===== config.mk =====
export PLATFORM = sky130hd
export DESIGN_NAME = ledbat_window_update
export DESIGN_NICKNAME = d
export VERILOG_FILES = /design/src/rtl/core/lwu_pkg.sv /design/src/rtl/core/ledbat_window_update.sv /design/src/rtl/core/lwu_serial_div.sv
export SDC_FILE = /design/constraint.sdc
export NUM_CORES = 2
export LEC_CHECK = 0
export BUFFER_PORTS_ARGS = -buffer_cell sky130_fd_sc_hd__buf_2
export CAP_MARGIN = 20
export CORE_ASPECT_RATIO = 1.75
export CORE_MARGIN = 2
export CORE_UTILIZATION = 57
export CTS_CLUSTER_DIAMETER = 60
export DETAILED_ROUTE_END_ITERATION = 10
export PLACE_DENSITY = 0.78
export SYNTH_ARGS = -nofsm -noshare
export SYNTH_HDL_FRONTEND = slang
export SYNTH_HIERARCHICAL = 1
export SYNTH_SLANG_ARGS = --single-unit
export TNS_END_PERCENT = 10

===== constraint.sdc =====
create_clock -name i_clk -period 7.44 [get_ports i_clk]
set_input_delay 1.488 -clock i_clk [delete_from_list [all_inputs] [get_ports i_clk]]
set_output_delay 1.488 -clock i_clk [all_outputs]
set_load 0.005 [all_outputs]

===== src/rtl/core/lwu_pkg.sv =====
// Shared types and constants for the LEDBAT window update block.
// No dependencies; the top level imports this package, the divider does not.
`timescale 1ns / 1ps

package lwu_pkg;

    // Field widths fixed by the interface.
    localparam int WIN_W   = 32;
    localparam int DELAY_W = 20;
    localparam int ACKED_W = 18;
    localparam int MSS_W   = 16;
    localparam int TGT_W   = 16;
    localparam int NIB_W   = 4;

    // Widths of the delay-based update arithmetic.
    // Numerator: gain (4) * offset (20) * acked (18) * segment size (16).
    localparam int PROD_W = NIB_W + DELAY_W + ACKED_W + MSS_W;
    // Denominator: target (16) * window (32).
    localparam int DEN_W  = TGT_W + WIN_W;
    // Signed new window before clamping.
    localparam int NW_W   = PROD_W + 2;

    // Shift-add step counts for the three multiplier passes.
    localparam int STEP_CNT_W = 5;
    localparam int ACK_STEPS  = ACKED_W;
    localparam int MSS_STEPS  = MSS_W;
    localparam int GAIN_STEPS = NIB_W;

    // Configuration register indexes.
    localparam int CFG_IDX_W = 3;
    localparam logic [CFG_IDX_W-1:0] CFG_TARGET_DELAY   = 3'd0;
    localparam logic [CFG_IDX_W-1:0] CFG_GAIN           = 3'd1;
    localparam logic [CFG_IDX_W-1:0] CFG_MIN_WINDOW_SEG = 3'd2;
    localparam logic [CFG_IDX_W-1:0] CFG_ALLOWED_SEG    = 3'd3;
    localparam logic [CFG_IDX_W-1:0] CFG_INITIAL_WINDOW = 3'd4;

    // Reset values of the configuration registers.
    localparam logic [TGT_W-1:0] RST_TARGET_DELAY   = 16'd50;
    localparam logic [NIB_W-1:0] RST_GAIN           = 4'd5;
    localparam logic [NIB_W-1:0] RST_MIN_WINDOW_SEG = 4'd2;
    localparam logic [NIB_W-1:0] RST_ALLOWED_SEG    = 4'd1;
    localparam logic [WIN_W-1:0] RST_INITIAL_WINDOW = 32'd4380;

    // One acknowledgement.
    typedef struct packed {
        logic               new_measurement;
        logic [DELAY_W-1:0] sample_delay;
        logic [DELAY_W-1:0] base_delay;
        logic [ACKED_W-1:0] bytes_acked;
        logic [MSS_W-1:0]   segment_size;
        logic [WIN_W-1:0]   flight_bytes;
        logic [WIN_W-1:0]   slow_start_threshold;
    } t_in_item;

    // One result.
    typedef struct packed {
        logic [WIN_W-1:0]   window;
        logic               in_slow_start;
        logic [DELAY_W-1:0] queuing_delay;
        logic               window_changed;
    } t_out_item;

    // Sequencer states.
    typedef enum logic [3:0] {
        S_IDLE,
        S_PREP,
        S_SETUP,
        S_MUL_ACK,
        S_MUL_MSS,
        S_MUL_GAIN,
        S_DIV_GO,
        S_DIV_WAIT,
        S_APPLY,
        S_CLAMP,
        S_DONE
    } t_state;

endpackage


===== src/rtl/core/ledbat_window_update.sv =====
// LEDBAT congestion window update, top level: sequencer, shift-add multiplier
// and result register. Depends on lwu_pkg and lwu_serial_div.
`timescale 1ns / 1ps

// The block takes one acknowledgement at a time and returns one result per
// acknowledgement. A slow start step or an acknowledgement without a usable
// delay sample is decoded and goes straight to the hand-over state; the next
// acknowledgement is taken once the result is handed over.
// A delay-based update runs decode and setup, 38 steps of a bit-serial
// shift-add multiplier (one pass each over bytes acked, segment size and gain,
// with the target times window divisor formed alongside the first pass), a
// divider start and 58 steps of a one-bit-per-cycle restoring divider, then
// sees it finish, applies the change, clamps and hands over the result. A
// stalled result that still fills the output register holds the finished
// item back in its hand-over state.
// The input is stalled while an acknowledgement is in work; a finished result
// waits in the output register while the next acknowledgement is taken.
// Configuration writes are always ready and must only be issued while the
// block is idle. Writing the initial window also loads the live window, with
// zero loaded as one. A zero target delay is used as one.

module ledbat_window_update
    import lwu_pkg::*;
(
    input  logic                 i_clk,
    input  logic                 i_rst_n,
    // Acknowledgement channel.
    input  logic                 i_in_valid,
    output logic                 o_in_stall,
    input  t_in_item             i_in_data,
    // Result channel.
    output logic                 o_out_valid,
    input  logic                 i_out_stall,
    output t_out_item            o_out_data,
    // Configuration write channel.
    input  logic                 i_cfg_valid,
    output logic                 o_cfg_ready,
    input  logic [CFG_IDX_W-1:0] i_cfg_index,
    input  logic [WIN_W-1:0]     i_cfg_data
);

    // Configuration registers.
    logic [TGT_W-1:0]    r_target_delay, n_target_delay;
    logic [NIB_W-1:0]    r_gain, n_gain;
    logic [NIB_W-1:0]    r_min_seg, n_min_seg;
    logic [NIB_W-1:0]    r_allow_seg, n_allow_seg;

    // Window state.
    logic [WIN_W-1:0]    r_cwnd, n_cwnd;
    logic                r_slow_start, n_slow_start;

    // Sequencer and working registers.
    t_state              r_state, n_state;
    t_in_item            r_item, n_item;
    logic [DELAY_W-1:0]  r_qd, n_qd;
    logic [TGT_W-1:0]    r_tgt, n_tgt;
    logic                r_neg, n_neg;
    logic                r_changed, n_changed;
    logic [WIN_W-1:0]    r_cap, n_cap;
    logic [DELAY_W-1:0]  r_floor, n_floor;
    logic [STEP_CNT_W-1:0] r_cnt, n_cnt;
    logic [PROD_W-1:0]   r_mcand, n_mcand;
    logic [ACKED_W-1:0]  r_mplier, n_mplier;
    logic [PROD_W-1:0]   r_acc, n_acc;
    logic [DEN_W-1:0]    r_dcand, n_dcand;
    logic [TGT_W-1:0]    r_dplier, n_dplier;
    logic [DEN_W-1:0]    r_dacc, n_dacc;
    logic signed [NW_W-1:0] r_nw, n_nw;

    // Result register.
    logic                r_out_valid, n_out_valid;
    t_out_item           r_out, n_out;

    // Divider interface.
    logic                div_start;
    logic                div_done;
    logic [PROD_W-1:0]   div_quot;

    // Helper terms.
    logic [DELAY_W-1:0]  qd_c;
    logic [WIN_W:0]      ss_sum;
    logic [WIN_W-1:0]    ss_win;
    logic [DELAY_W-1:0]  tgt_ext;
    logic                neg_c;
    logic [DELAY_W-1:0]  off_c;
    logic [DELAY_W-1:0]  allow_bytes;
    logic [WIN_W:0]      cap_sum;
    logic [PROD_W-1:0]   mul_sum;
    logic [DEN_W-1:0]    den_sum;
    logic [NW_W-1:0]     win_ext;
    logic [NW_W-1:0]     mag_ext;
    logic signed [NW_W-1:0] cap_s, floor_s, clamp_hi, clamp_lo, clamp_one;
    logic                out_free;

    function automatic logic [WIN_W-1:0] at_least_one(input logic [WIN_W-1:0] v);
        return (v == '0) ? WIN_W'(1) : v;
    endfunction

    lwu_serial_div #(
        .P_NUM_W (PROD_W),
        .P_DEN_W (DEN_W)
    ) u_div (
        .i_clk   (i_clk),
        .i_rst_n (i_rst_n),
        .i_start (div_start),
        .i_num   (r_acc),
        .i_den   (r_dacc),
        .o_done  (div_done),
        .o_quot  (div_quot)
    );

    // Arithmetic shared by the sequencer states.
    always_comb begin
        // Queue delay, floored at zero.
        qd_c = (r_item.sample_delay > r_item.base_delay)
             ? (r_item.sample_delay - r_item.base_delay) : '0;

        // Slow start growth by one segment, saturating.
        ss_sum = {1'b0, r_cwnd} + (WIN_W + 1)'(r_item.segment_size);
        ss_win = at_least_one(ss_sum[WIN_W] ? '1 : ss_sum[WIN_W-1:0]);

        // Off-target magnitude and direction.
        tgt_ext = DELAY_W'(r_tgt);
        neg_c   = (r_qd > tgt_ext);
        off_c   = neg_c ? (r_qd - tgt_ext) : (tgt_ext - r_qd);

        // Upper bound: flight plus allowed segments, saturating.
        allow_bytes = DELAY_W'(r_allow_seg) * DELAY_W'(r_item.segment_size);
        cap_sum     = {1'b0, r_item.flight_bytes} + (WIN_W + 1)'(allow_bytes);

        // One shift-add step of each multiplier.
        mul_sum = r_acc + (r_mplier[0] ? r_mcand : '0);
        den_sum = r_dacc + (r_dplier[0] ? r_dcand : '0);

        // Apply the signed change to the window.
        win_ext = NW_W'(r_cwnd);
        mag_ext = NW_W'(div_quot);

        // Clamp: cap first, then the floor, then never below one.
        cap_s     = $signed(NW_W'(r_cap));
        floor_s   = $signed(NW_W'(r_floor));
        clamp_hi  = (r_nw > cap_s) ? cap_s : r_nw;
        clamp_lo  = (clamp_hi < floor_s) ? floor_s : clamp_hi;
        clamp_one = (clamp_lo < $signed(NW_W'(1))) ? $signed(NW_W'(1)) : clamp_lo;

        // The result register can take a new result.
        out_free = !r_out_valid || !i_out_stall;
    end

    // Sequencer, next state and datapath loads.
    always_comb begin
        n_state        = r_state;
        n_item         = r_item;
        n_qd           = r_qd;
        n_tgt          = r_tgt;
        n_neg          = r_neg;
        n_changed      = r_changed;
        n_cap          = r_cap;
        n_floor        = r_floor;
        n_cnt          = r_cnt;
        n_mcand        = r_mcand;
        n_mplier       = r_mplier;
        n_acc          = r_acc;
        n_dcand        = r_dcand;
        n_dplier       = r_dplier;
        n_dacc         = r_dacc;
        n_nw           = r_nw;
        n_cwnd         = r_cwnd;
        n_slow_start   = r_slow_start;
        n_out          = r_out;
        n_out_valid    = r_out_valid && i_out_stall;
        n_target_delay = r_target_delay;
        n_gain         = r_gain;
        n_min_seg      = r_min_seg;
        n_allow_seg    = r_allow_seg;
        div_start      = 1'b0;

        case (r_state)
            S_IDLE: begin
                if (i_in_valid) begin
                    n_item  = i_in_data;
                    n_state = S_PREP;
                end
            end

            // Decide which kind of step this acknowledgement is.
            S_PREP: begin
                n_qd = qd_c;
                if (r_slow_start) begin
                    n_cwnd       = ss_win;
                    n_slow_start = !(ss_win > r_item.slow_start_threshold);
                    n_changed    = 1'b1;
                    n_state      = S_DONE;
                end else if (r_item.new_measurement && (r_item.sample_delay != '0)
                             && (r_item.base_delay != '0)) begin
                    n_tgt   = (r_target_delay == '0) ? TGT_W'(1) : r_target_delay;
                    n_state = S_SETUP;
                end else begin
                    n_changed = 1'b0;
                    n_state   = S_DONE;
                end
            end

            // Load the multipliers and the clamp bounds.
            S_SETUP: begin
                n_neg    = neg_c;
                n_mcand  = PROD_W'(off_c);
                n_mplier = r_item.bytes_acked;
                n_acc    = '0;
                n_dcand  = DEN_W'(r_cwnd);
                n_dplier = r_tgt;
                n_dacc   = '0;
                n_cnt    = STEP_CNT_W'(ACK_STEPS - 1);
                n_cap    = cap_sum[WIN_W] ? '1 : cap_sum[WIN_W-1:0];
                n_floor  = DELAY_W'(r_min_seg) * DELAY_W'(r_item.segment_size);
                n_state  = S_MUL_ACK;
            end

            // Offset times bytes acked; target times window runs alongside.
            S_MUL_ACK: begin
                n_dacc   = den_sum;
                n_dcand  = r_dcand << 1;
                n_dplier = r_dplier >> 1;
                n_cnt    = r_cnt - STEP_CNT_W'(1);
                if (r_cnt == '0) begin
                    n_mcand  = mul_sum;
                    n_acc    = '0;
                    n_mplier = ACKED_W'(r_item.segment_size);
                    n_cnt    = STEP_CNT_W'(MSS_STEPS - 1);
                    n_state  = S_MUL_MSS;
                end else begin
                    n_acc    = mul_sum;
                    n_mcand  = r_mcand << 1;
                    n_mplier = r_mplier >> 1;
                end
            end

            // Running product times segment size.
            S_MUL_MSS: begin
                n_cnt = r_cnt - STEP_CNT_W'(1);
                if (r_cnt == '0) begin
                    n_mcand  = mul_sum;
                    n_acc    = '0;
                    n_mplier = ACKED_W'(r_gain);
                    n_cnt    = STEP_CNT_W'(GAIN_STEPS - 1);
                    n_state  = S_MUL_GAIN;
                end else begin
                    n_acc    = mul_sum;
                    n_mcand  = r_mcand << 1;
                    n_mplier = r_mplier >> 1;
                end
            end

            // Running product times gain; the accumulator keeps the numerator.
            S_MUL_GAIN: begin
                n_acc    = mul_sum;
                n_mcand  = r_mcand << 1;
                n_mplier = r_mplier >> 1;
                n_cnt    = r_cnt - STEP_CNT_W'(1);
                if (r_cnt == '0) begin
                    n_state = S_DIV_GO;
                end
            end

            S_DIV_GO: begin
                div_start = 1'b1;
                n_state   = S_DIV_WAIT;
            end

            S_DIV_WAIT: begin
                if (div_done) begin
                    n_state = S_APPLY;
                end
            end

            S_APPLY: begin
                n_nw    = r_neg ? $signed(win_ext - mag_ext) : $signed(win_ext + mag_ext);
                n_state = S_CLAMP;
            end

            S_CLAMP: begin
                n_cwnd    = clamp_one[WIN_W-1:0];
                n_changed = 1'b1;
                n_state   = S_DONE;
            end

            // Hand the result to the output register once it is free.
            S_DONE: begin
                if (out_free) begin
                    n_out.window         = r_cwnd;
                    n_out.in_slow_start  = r_slow_start;
                    n_out.queuing_delay  = r_qd;
                    n_out.window_changed = r_changed;
                    n_out_valid          = 1'b1;
                    n_state              = S_IDLE;
                end
            end

            default: begin
                n_state = S_IDLE;
            end
        endcase

        // Configuration write transfer.
        if (i_cfg_valid) begin
            case (i_cfg_index)
                CFG_TARGET_DELAY:   n_target_delay = i_cfg_data[TGT_W-1:0];
                CFG_GAIN:           n_gain         = i_cfg_data[NIB_W-1:0];
                CFG_MIN_WINDOW_SEG: n_min_seg      = i_cfg_data[NIB_W-1:0];
                CFG_ALLOWED_SEG:    n_allow_seg    = i_cfg_data[NIB_W-1:0];
                CFG_INITIAL_WINDOW: n_cwnd         = at_least_one(i_cfg_data);
                default: begin
                end
            endcase
        end
    end

    // Control and state registers reset; working payload registers do not.
    always_ff @(posedge i_clk) begin
        if (!i_rst_n) begin
            r_state        <= S_IDLE;
            r_out_valid    <= 1'b0;
            r_cwnd         <= RST_INITIAL_WINDOW;
            r_slow_start   <= 1'b1;
            r_target_delay <= RST_TARGET_DELAY;
            r_gain         <= RST_GAIN;
            r_min_seg      <= RST_MIN_WINDOW_SEG;
            r_allow_seg    <= RST_ALLOWED_SEG;
            r_cnt          <= '0;
        end else begin
            r_state        <= n_state;
            r_out_valid    <= n_out_valid;
            r_cwnd         <= n_cwnd;
            r_slow_start   <= n_slow_start;
            r_target_delay <= n_target_delay;
            r_gain         <= n_gain;
            r_min_seg      <= n_min_seg;
            r_allow_seg    <= n_allow_seg;
            r_cnt          <= n_cnt;
        end
        r_item    <= n_item;
        r_qd      <= n_qd;
        r_tgt     <= n_tgt;
        r_neg     <= n_neg;
        r_changed <= n_changed;
        r_cap     <= n_cap;
        r_floor   <= n_floor;
        r_mcand   <= n_mcand;
        r_mplier  <= n_mplier;
        r_acc     <= n_acc;
        r_dcand   <= n_dcand;
        r_dplier  <= n_dplier;
        r_dacc    <= n_dacc;
        r_nw      <= n_nw;
        r_out     <= n_out;
    end

    assign o_in_stall  = (r_state != S_IDLE);
    assign o_out_valid = r_out_valid;
    assign o_out_data  = r_out;
    assign o_cfg_ready = 1'b1;

endmodule


===== src/rtl/core/lwu_serial_div.sv =====
// Restoring divider that produces one quotient bit per clock cycle.
// Depends on nothing but its parameters; used by ledbat_window_update.
`timescale 1ns / 1ps

module lwu_serial_div #(
    parameter int P_NUM_W = 58,
    parameter int P_DEN_W = 48
) (
    input  logic               i_clk,
    input  logic               i_rst_n,
    input  logic               i_start,
    input  logic [P_NUM_W-1:0] i_num,
    input  logic [P_DEN_W-1:0] i_den,
    output logic               o_done,
    output logic [P_NUM_W-1:0] o_quot
);

    localparam int CNT_W = $clog2(P_NUM_W + 1);

    logic               r_busy, n_busy;
    logic               r_done, n_done;
    logic [CNT_W-1:0]   r_cnt, n_cnt;
    logic [P_NUM_W-1:0] r_quot, n_quot;
    logic [P_DEN_W-1:0] r_rem, n_rem;
    logic [P_DEN_W-1:0] r_den, n_den;

    logic [P_DEN_W:0]   rem_sh;
    logic [P_DEN_W:0]   rem_diff;
    logic               fits;

    // One restoring step: bring down the next dividend bit and try the subtract.
    always_comb begin
        rem_sh   = {r_rem, r_quot[P_NUM_W-1]};
        rem_diff = rem_sh - {1'b0, r_den};
        fits     = (rem_sh >= {1'b0, r_den});
    end

    // Step control. The dividend register doubles as the quotient register.
    always_comb begin
        n_busy = r_busy;
        n_done = 1'b0;
        n_cnt  = r_cnt;
        n_quot = r_quot;
        n_rem  = r_rem;
        n_den  = r_den;
        if (i_start) begin
            n_busy = 1'b1;
            n_cnt  = CNT_W'(P_NUM_W);
            n_quot = i_num;
            n_rem  = '0;
            n_den  = i_den;
        end else if (r_busy) begin
            n_quot = {r_quot[P_NUM_W-2:0], fits};
            n_rem  = fits ? rem_diff[P_DEN_W-1:0] : rem_sh[P_DEN_W-1:0];
            n_cnt  = r_cnt - CNT_W'(1);
            if (r_cnt == CNT_W'(1)) begin
                n_busy = 1'b0;
                n_done = 1'b1;
            end
        end
    end

    always_ff @(posedge i_clk) begin
        if (!i_rst_n) begin
            r_busy <= 1'b0;
            r_done <= 1'b0;
            r_cnt  <= '0;
        end else begin
            r_busy <= n_busy;
            r_done <= n_done;
            r_cnt  <= n_cnt;
        end
        r_quot <= n_quot;
        r_rem  <= n_rem;
        r_den  <= n_den;
    end

    assign o_done = r_done;
    assign o_quot = r_quot;

endmodule


======== Yosys cells after proc, flatten, opt, wreduce, memory -nomap -nowiden ========
Cells that the tools add are included.
storage, ports and cells
  flip-flop bits (word level) ............. 822
  logic and storage cells ................. 171
operators by class
  bitwise gates (word level) .............. 3
  $mul .................................... 2
  $lt $le $gt $ge ......................... 7
  reduce and logical (&&, ||, !) cells .... 33
  $add $sub $neg .......................... 12
  multiplexer cells ....................... 52
  eq/ne operators ......................... 22
operator list
  operator             number
  $pmux 58 s3          2
  $mux 58              5
  $mux 32              7
  $pmux 48 s2          2
  $mux 60              3
  $mux 48              2
  $pmux 18 s4          1
  $logic_not 32->1     2
  $pmux 32 s2          1
  $gt 60x33->1         1
  $lt 60x2->1 const B  1
  $lt 60x21->1         1
  $add 32x58->59       1
  $sub 32x58->59       1
  $add 58x58->58       1
  $ge 49x48->1         1
  $add 48x48->48       1
  $sub 48x48->48       1
  $pmux 4 s11          1
  $mul 4x16->20        2
  $reduce_bool 20->1   2
  $mux 17              2
  $add 32x16->33       1
  $add 32x20->33       1
  other kinds (43)     88

======== Longest topological paths before layout ========
  depth in word-level cells ............... 9
  gate-level depth with buffers ........... 36

======== Cells and area by module ========
The synthesis kept the hierarchy.
modules (own cells, without submodules)
  module                seq. area each (µm²)  cells each  area each (µm²)  times used
  ledbat_window_update  19108.3               4712        45292.2          1
  lwu_serial_div        4304.1                907         9118.7           1

======== Worst setup path before layout ========
Ideal clock, no wire load.
  path kind ............................... register to register
  start ................................... register r_state[3]
  end ..................................... register r_acc[0], enable pin
  path slack .............................. 474 ps
  buffers on the path ..................... 2
  stages on the path, launching flop included .. 4
  period minus slack after synthesis ...... 6966 ps
  arrival time ............................ 6337 ps
  library setup time ...................... 629 ps
  path through ............................ dfxtp_1 > clkbuf_1 > clkbuf_1 > a21oi_1
between the ends
  longest elaborated chain between the ends .. 3
RTL lines
  what                                             line                         RTL
  start: declaration                               ledbat_window_update.sv:53   t_state r_state, n_state;
  start signal: assignment                         ledbat_window_update.sv:331  r_state <= n_state;
  $eq 4x3->1 / $eq 4x2->1 (equally long branches)  ledbat_window_update.sv:178  case (r_state)
  $reduce_or 2->1 (no source line)                 --
  $reduce_bool 3->1 (no source line) (*)           --
  end signal: assignment                           ledbat_window_update.sv:350  r_acc <= n_acc;
  end: declaration                                 ledbat_window_update.sv:64   logic [PROD_W-1:0] r_acc, n_acc;
Mark *: on every way between the ends. The rest lies on a longest branch, timed or not.
A chain may end at the register's enable or synchronous reset.

======== Worst setup path in the final report ========
  start ................................... register r_nw[24]
  end ..................................... register r_cwnd[0]
between the ends
  longest elaborated chain between the ends .. 9
RTL lines
  what                      line                         RTL
  start: declaration        ledbat_window_update.sv:68   logic signed [NW_W-1:0] r_nw, n_nw;
  start signal: assignment  ledbat_window_update.sv:354  r_nw <= n_nw;
  $gt 60x33->1              ledbat_window_update.sv:142  clamp_hi = (r_nw > cap_s) ? cap_s : r_nw;
  $mux 60 (*)               ledbat_window_update.sv:142
  $lt 60x21->1              ledbat_window_update.sv:143  clamp_lo = (clamp_hi < floor_s) ? floor_s : clamp_hi;
  $mux 60 (*)               ledbat_window_update.sv:143
  $lt 60x2->1               ledbat_window_update.sv:144  clamp_one = (clamp_lo < $signed(NW_W'(1))) ? $signed(NW_W'(1)) : clamp_lo;
  $mux 32 (*)               ledbat_window_update.sv:144
  $pmux 32 s2 (*)           ledbat_window_update.sv:178
  $mux 32                   ledbat_window_update.sv:306  case (i_cfg_index)
  $mux 32 (*)               ledbat_window_update.sv:305  if (i_cfg_valid) begin
  end signal: assignment    ledbat_window_update.sv:333  r_cwnd <= n_cwnd;
  end: declaration          ledbat_window_update.sv:49   logic [WIN_W-1:0] r_cwnd, n_cwnd;
Marks and branches as above.

==> results.cfg <==
[die]
initial_core_util = 0.572
die_x_um = 238
die_area_um2 = 98000
die_y_um = 413
fp-row-count = 150
coreArea_um2 = 95200
io_pins = 236

[yosys]
synth_seq_cells = 822
yosys.area_share.simple = 0.162
synthesis.nets = 6305
synth_compound_gate_area_share = 0.171
synth_top_flop_cell = edfxtp_1
yosys.cell_count.top_type = edfxtp_1
yosysWarnings = 6
netlist_area_um2 = 54400
synth_fa_ha_area_frac = 0.128
synth_edf_count = 695
async_reset_ff_frac = 0
yosys-top-cells-count = edfxtp_1, nand2_1, a21oi_1
yosys.cell_types.count = 116
yosysTopAreaCell = edfxtp_1
syn_inst = 5619
ys_top_cells_by_area = edfxtp_1, ha_1, dfxtp_1
synth_top_family_by_area = compound AO/OA/AOI/OAI gates
synthXorXnorAreaFrac = 0.0430
ys_seq_area_frac = 0.430
synth_top_area_frac = 0.384
muxShareOfSynthArea = 0.0192
syn_avg_cell_area_um2 = 9.68

[worst_hold_path]
hold_path.class = reg -> reg
hold_depth = 0
hold_end = u_div/r_den[21]
hold_start = r_dacc[21]

[final_layout]
areaGrowthSynthToFinish_pct = 9.45
finalNonFillerCells = 7042
fillers = 7742
drive_gt1_frac = 0.104
fin_util = 0.626
final_nets = 6440

[place]
place_inst = 6885
hpwl_mm = 121
place.gp.congestion = 1.01
io_buffers = 234
dp_slack_ns = 0.776

[global_route]
grt_usage = 0.322
grt_start_max_net_pins = 75
antenna_found_initial = 2
grt_pass1_vias = 44300
grt_pass1_wl_mm = 243
globalRouteOverflowTotal = 0

[worst_setup_path]
reg2reg_depth = 28
r2r-end = r_cwnd[0]
crit_path_top_delay_cell = o21ai_0
crit_path_max_fanout = 32
slowest_delay_ns = 0.59
critical_path_buf_inv_count = 2
rrSetupSlack_ns = 0.57
arrival_ns = 7.50
r2r-start = r_nw[24]
cp_data_required_time_ns = 8.07
worst_setup_path_end_kind = flop
cp.depth = 28
cpLargestDelayFamily = simple AND/OR/NAND/NOR gates
critical_path_class = reg -> reg
critPathLaunchType = flop

[power]
p_per_area_nw_per_um2 = 396
vdd_drop_max_uv = 432
leakagePower_nw = 24.5

[sta]
finalSetupViolations = 0
timing.setup.tns_ns = 0
period_minus_slack_ns = 6.87
relSlewSlack = 0.334
period_share = 0.923
tightest_slew_ns = 0.998
rsz0062_at_grt = false
finClkSkew_ns = 0.0275
hold_viol = 0
clock.fmax_ghz = 0.146
setup_slack_ns = 0.574
drv_slew = 0

[clocking]
cts-resized-gates = 0
clk_latency_ns = 0.69
cts_buffer_depth = 3
numCtsBuffers = 82
cts_tree = yes
htree_levels = 3
path_clk_slew_ns = 0.07
cts-root-buf = clkbuf_16
cts_setup_buffers = 0
hold_buffers = 0
cts_sinks = 822

[outcome]
outcome = finished, final reports clean

[routing]
drc = 0
wire_per_inst_um = 22.6
ant_nets = 0
vias = 43900
viasPerCell = 6.23
drtPass1Iterations = 6
totalWireLength_mm = 159
first_iter_violations = 3244

[flow_run]
maxCapViolCount = 0
[worst max-delay path by stage]
stage | start | end
floorplan | r_state[3] | r_acc[0]
global placement | r_nw[27] | r_cwnd[0]
detailed placement | r_nw[27] | r_cwnd[0]
CTS | r_nw[24] | r_cwnd[0]
global route | r_cap[25] | r_cwnd[0]
finish | r_nw[24] | r_cwnd[0]
[cell type report]
| class | count | area [µm²] | area share |
|---|---|---|---|
| Multi-Input combinational cell | 4137 | 28600 | 0.480 |
| Sequential cell | 822 | 23400 | 0.393 |
| Clock buffer | 105 | 2370 | 0.0398 |
| Timing Repair Buffer | 298 | 1650 | 0.0278 |
| Inverter | 413 | 1550 | 0.0260 |
| Tap cell | 1216 | 1520 | 0.0255 |
| Clock inverter | 47 | 457 | 0.00767 |
| Antenna cell | 4 | 10.0 | 0.000168 |
[sequential cells by signal (all words and copies together) (netlist names), 5 cells and up]
name,flops
r_item,139
r_nw,60
r_acc,58
r_mcand,58
u_div/o_quot,58
o_out_data,54
r_dacc,48
r_dcand,48
u_div/r_den,48
u_div/r_rem,48
r_cap,32
r_cwnd,32
r_floor,20
r_qd,20
r_mplier,18
r_dplier,16
r_target_delay,16
r_tgt,16
u_div/r_cnt,6
r_cnt,5
[routing by layer]
metal	track usage	share of wire
met2	0.597	0.52
met4	0.249	0.088
met1	0.326	0.34
met3	0.0444	0.056
met5	0	0.000088
[worst reg2reg max path, delay by kind of cell (launching register included)]
family | cells | cell delay [ns]
buffers and inverters | 2 | 0.56
AO/OA/AOI/OAI | 11 | 2.19
AND/OR/NAND/NOR | 12 | 2.51
adder cells (fa/ha/maj) | 3 | 1.09
flip-flops | 1 | 0.45
[layout by cell type (no fill, tap or decap), types with 82 or more instances in the layout]
cell type,instances
edfxtp_1,695
nand2_1,618
ha_1,425
a21oi_1,423
inv_1,411
nor2_1,392
o21ai_0,334
buf_2,235
and2_1,174
xnor2_1,155
dfxtp_1,126
a21o_1,121
xor2_1,112
nand3_1,105
nor3_1,94
clkbuf_16,92
fa_1,82
[cell families (layout without fill, tap and decap cells)]
logic type | count (synthesis) | after routing
mux | 96 | 96
simple gates | 1826 | 1826
compound gates | 1440 | 1440
buf+inv | 660 | 863
flops | 822 | 822
other cells | 1 | 5
fa+ha+maj | 507 | 507
xor+xnor | 267 | 267
[report_power, final]
group | total [W] | switching, W | internal (W)
registers | 0.00779 | 0.000984 | 0.00681
clock network | 0.00440 | 0.00191 | 0.00249
logic | 0.0114 | 0.00717 | 0.00424
total | 0.0236 | 0.0101 | 0.0135
[per-stage QoR]
| stage | hold WS, ns | total power [W] | cell area, µm² |
|---|---|---|---|
| after floorplan | 0.400 | 0.0159 | 54400 |
| after CTS | 0.457 | 0.0235 | 59500 |
| after global routing | 0.473 | 0.0250 | 59500 |
| final | 0.455 | 0.0236 | 59600 |
| after global placement | 0.431 | 0.0188 | 56700 |
| after detailed placement | 0.440 | 0.0190 | 56700 |
Power figures use the tool's default switching activity.
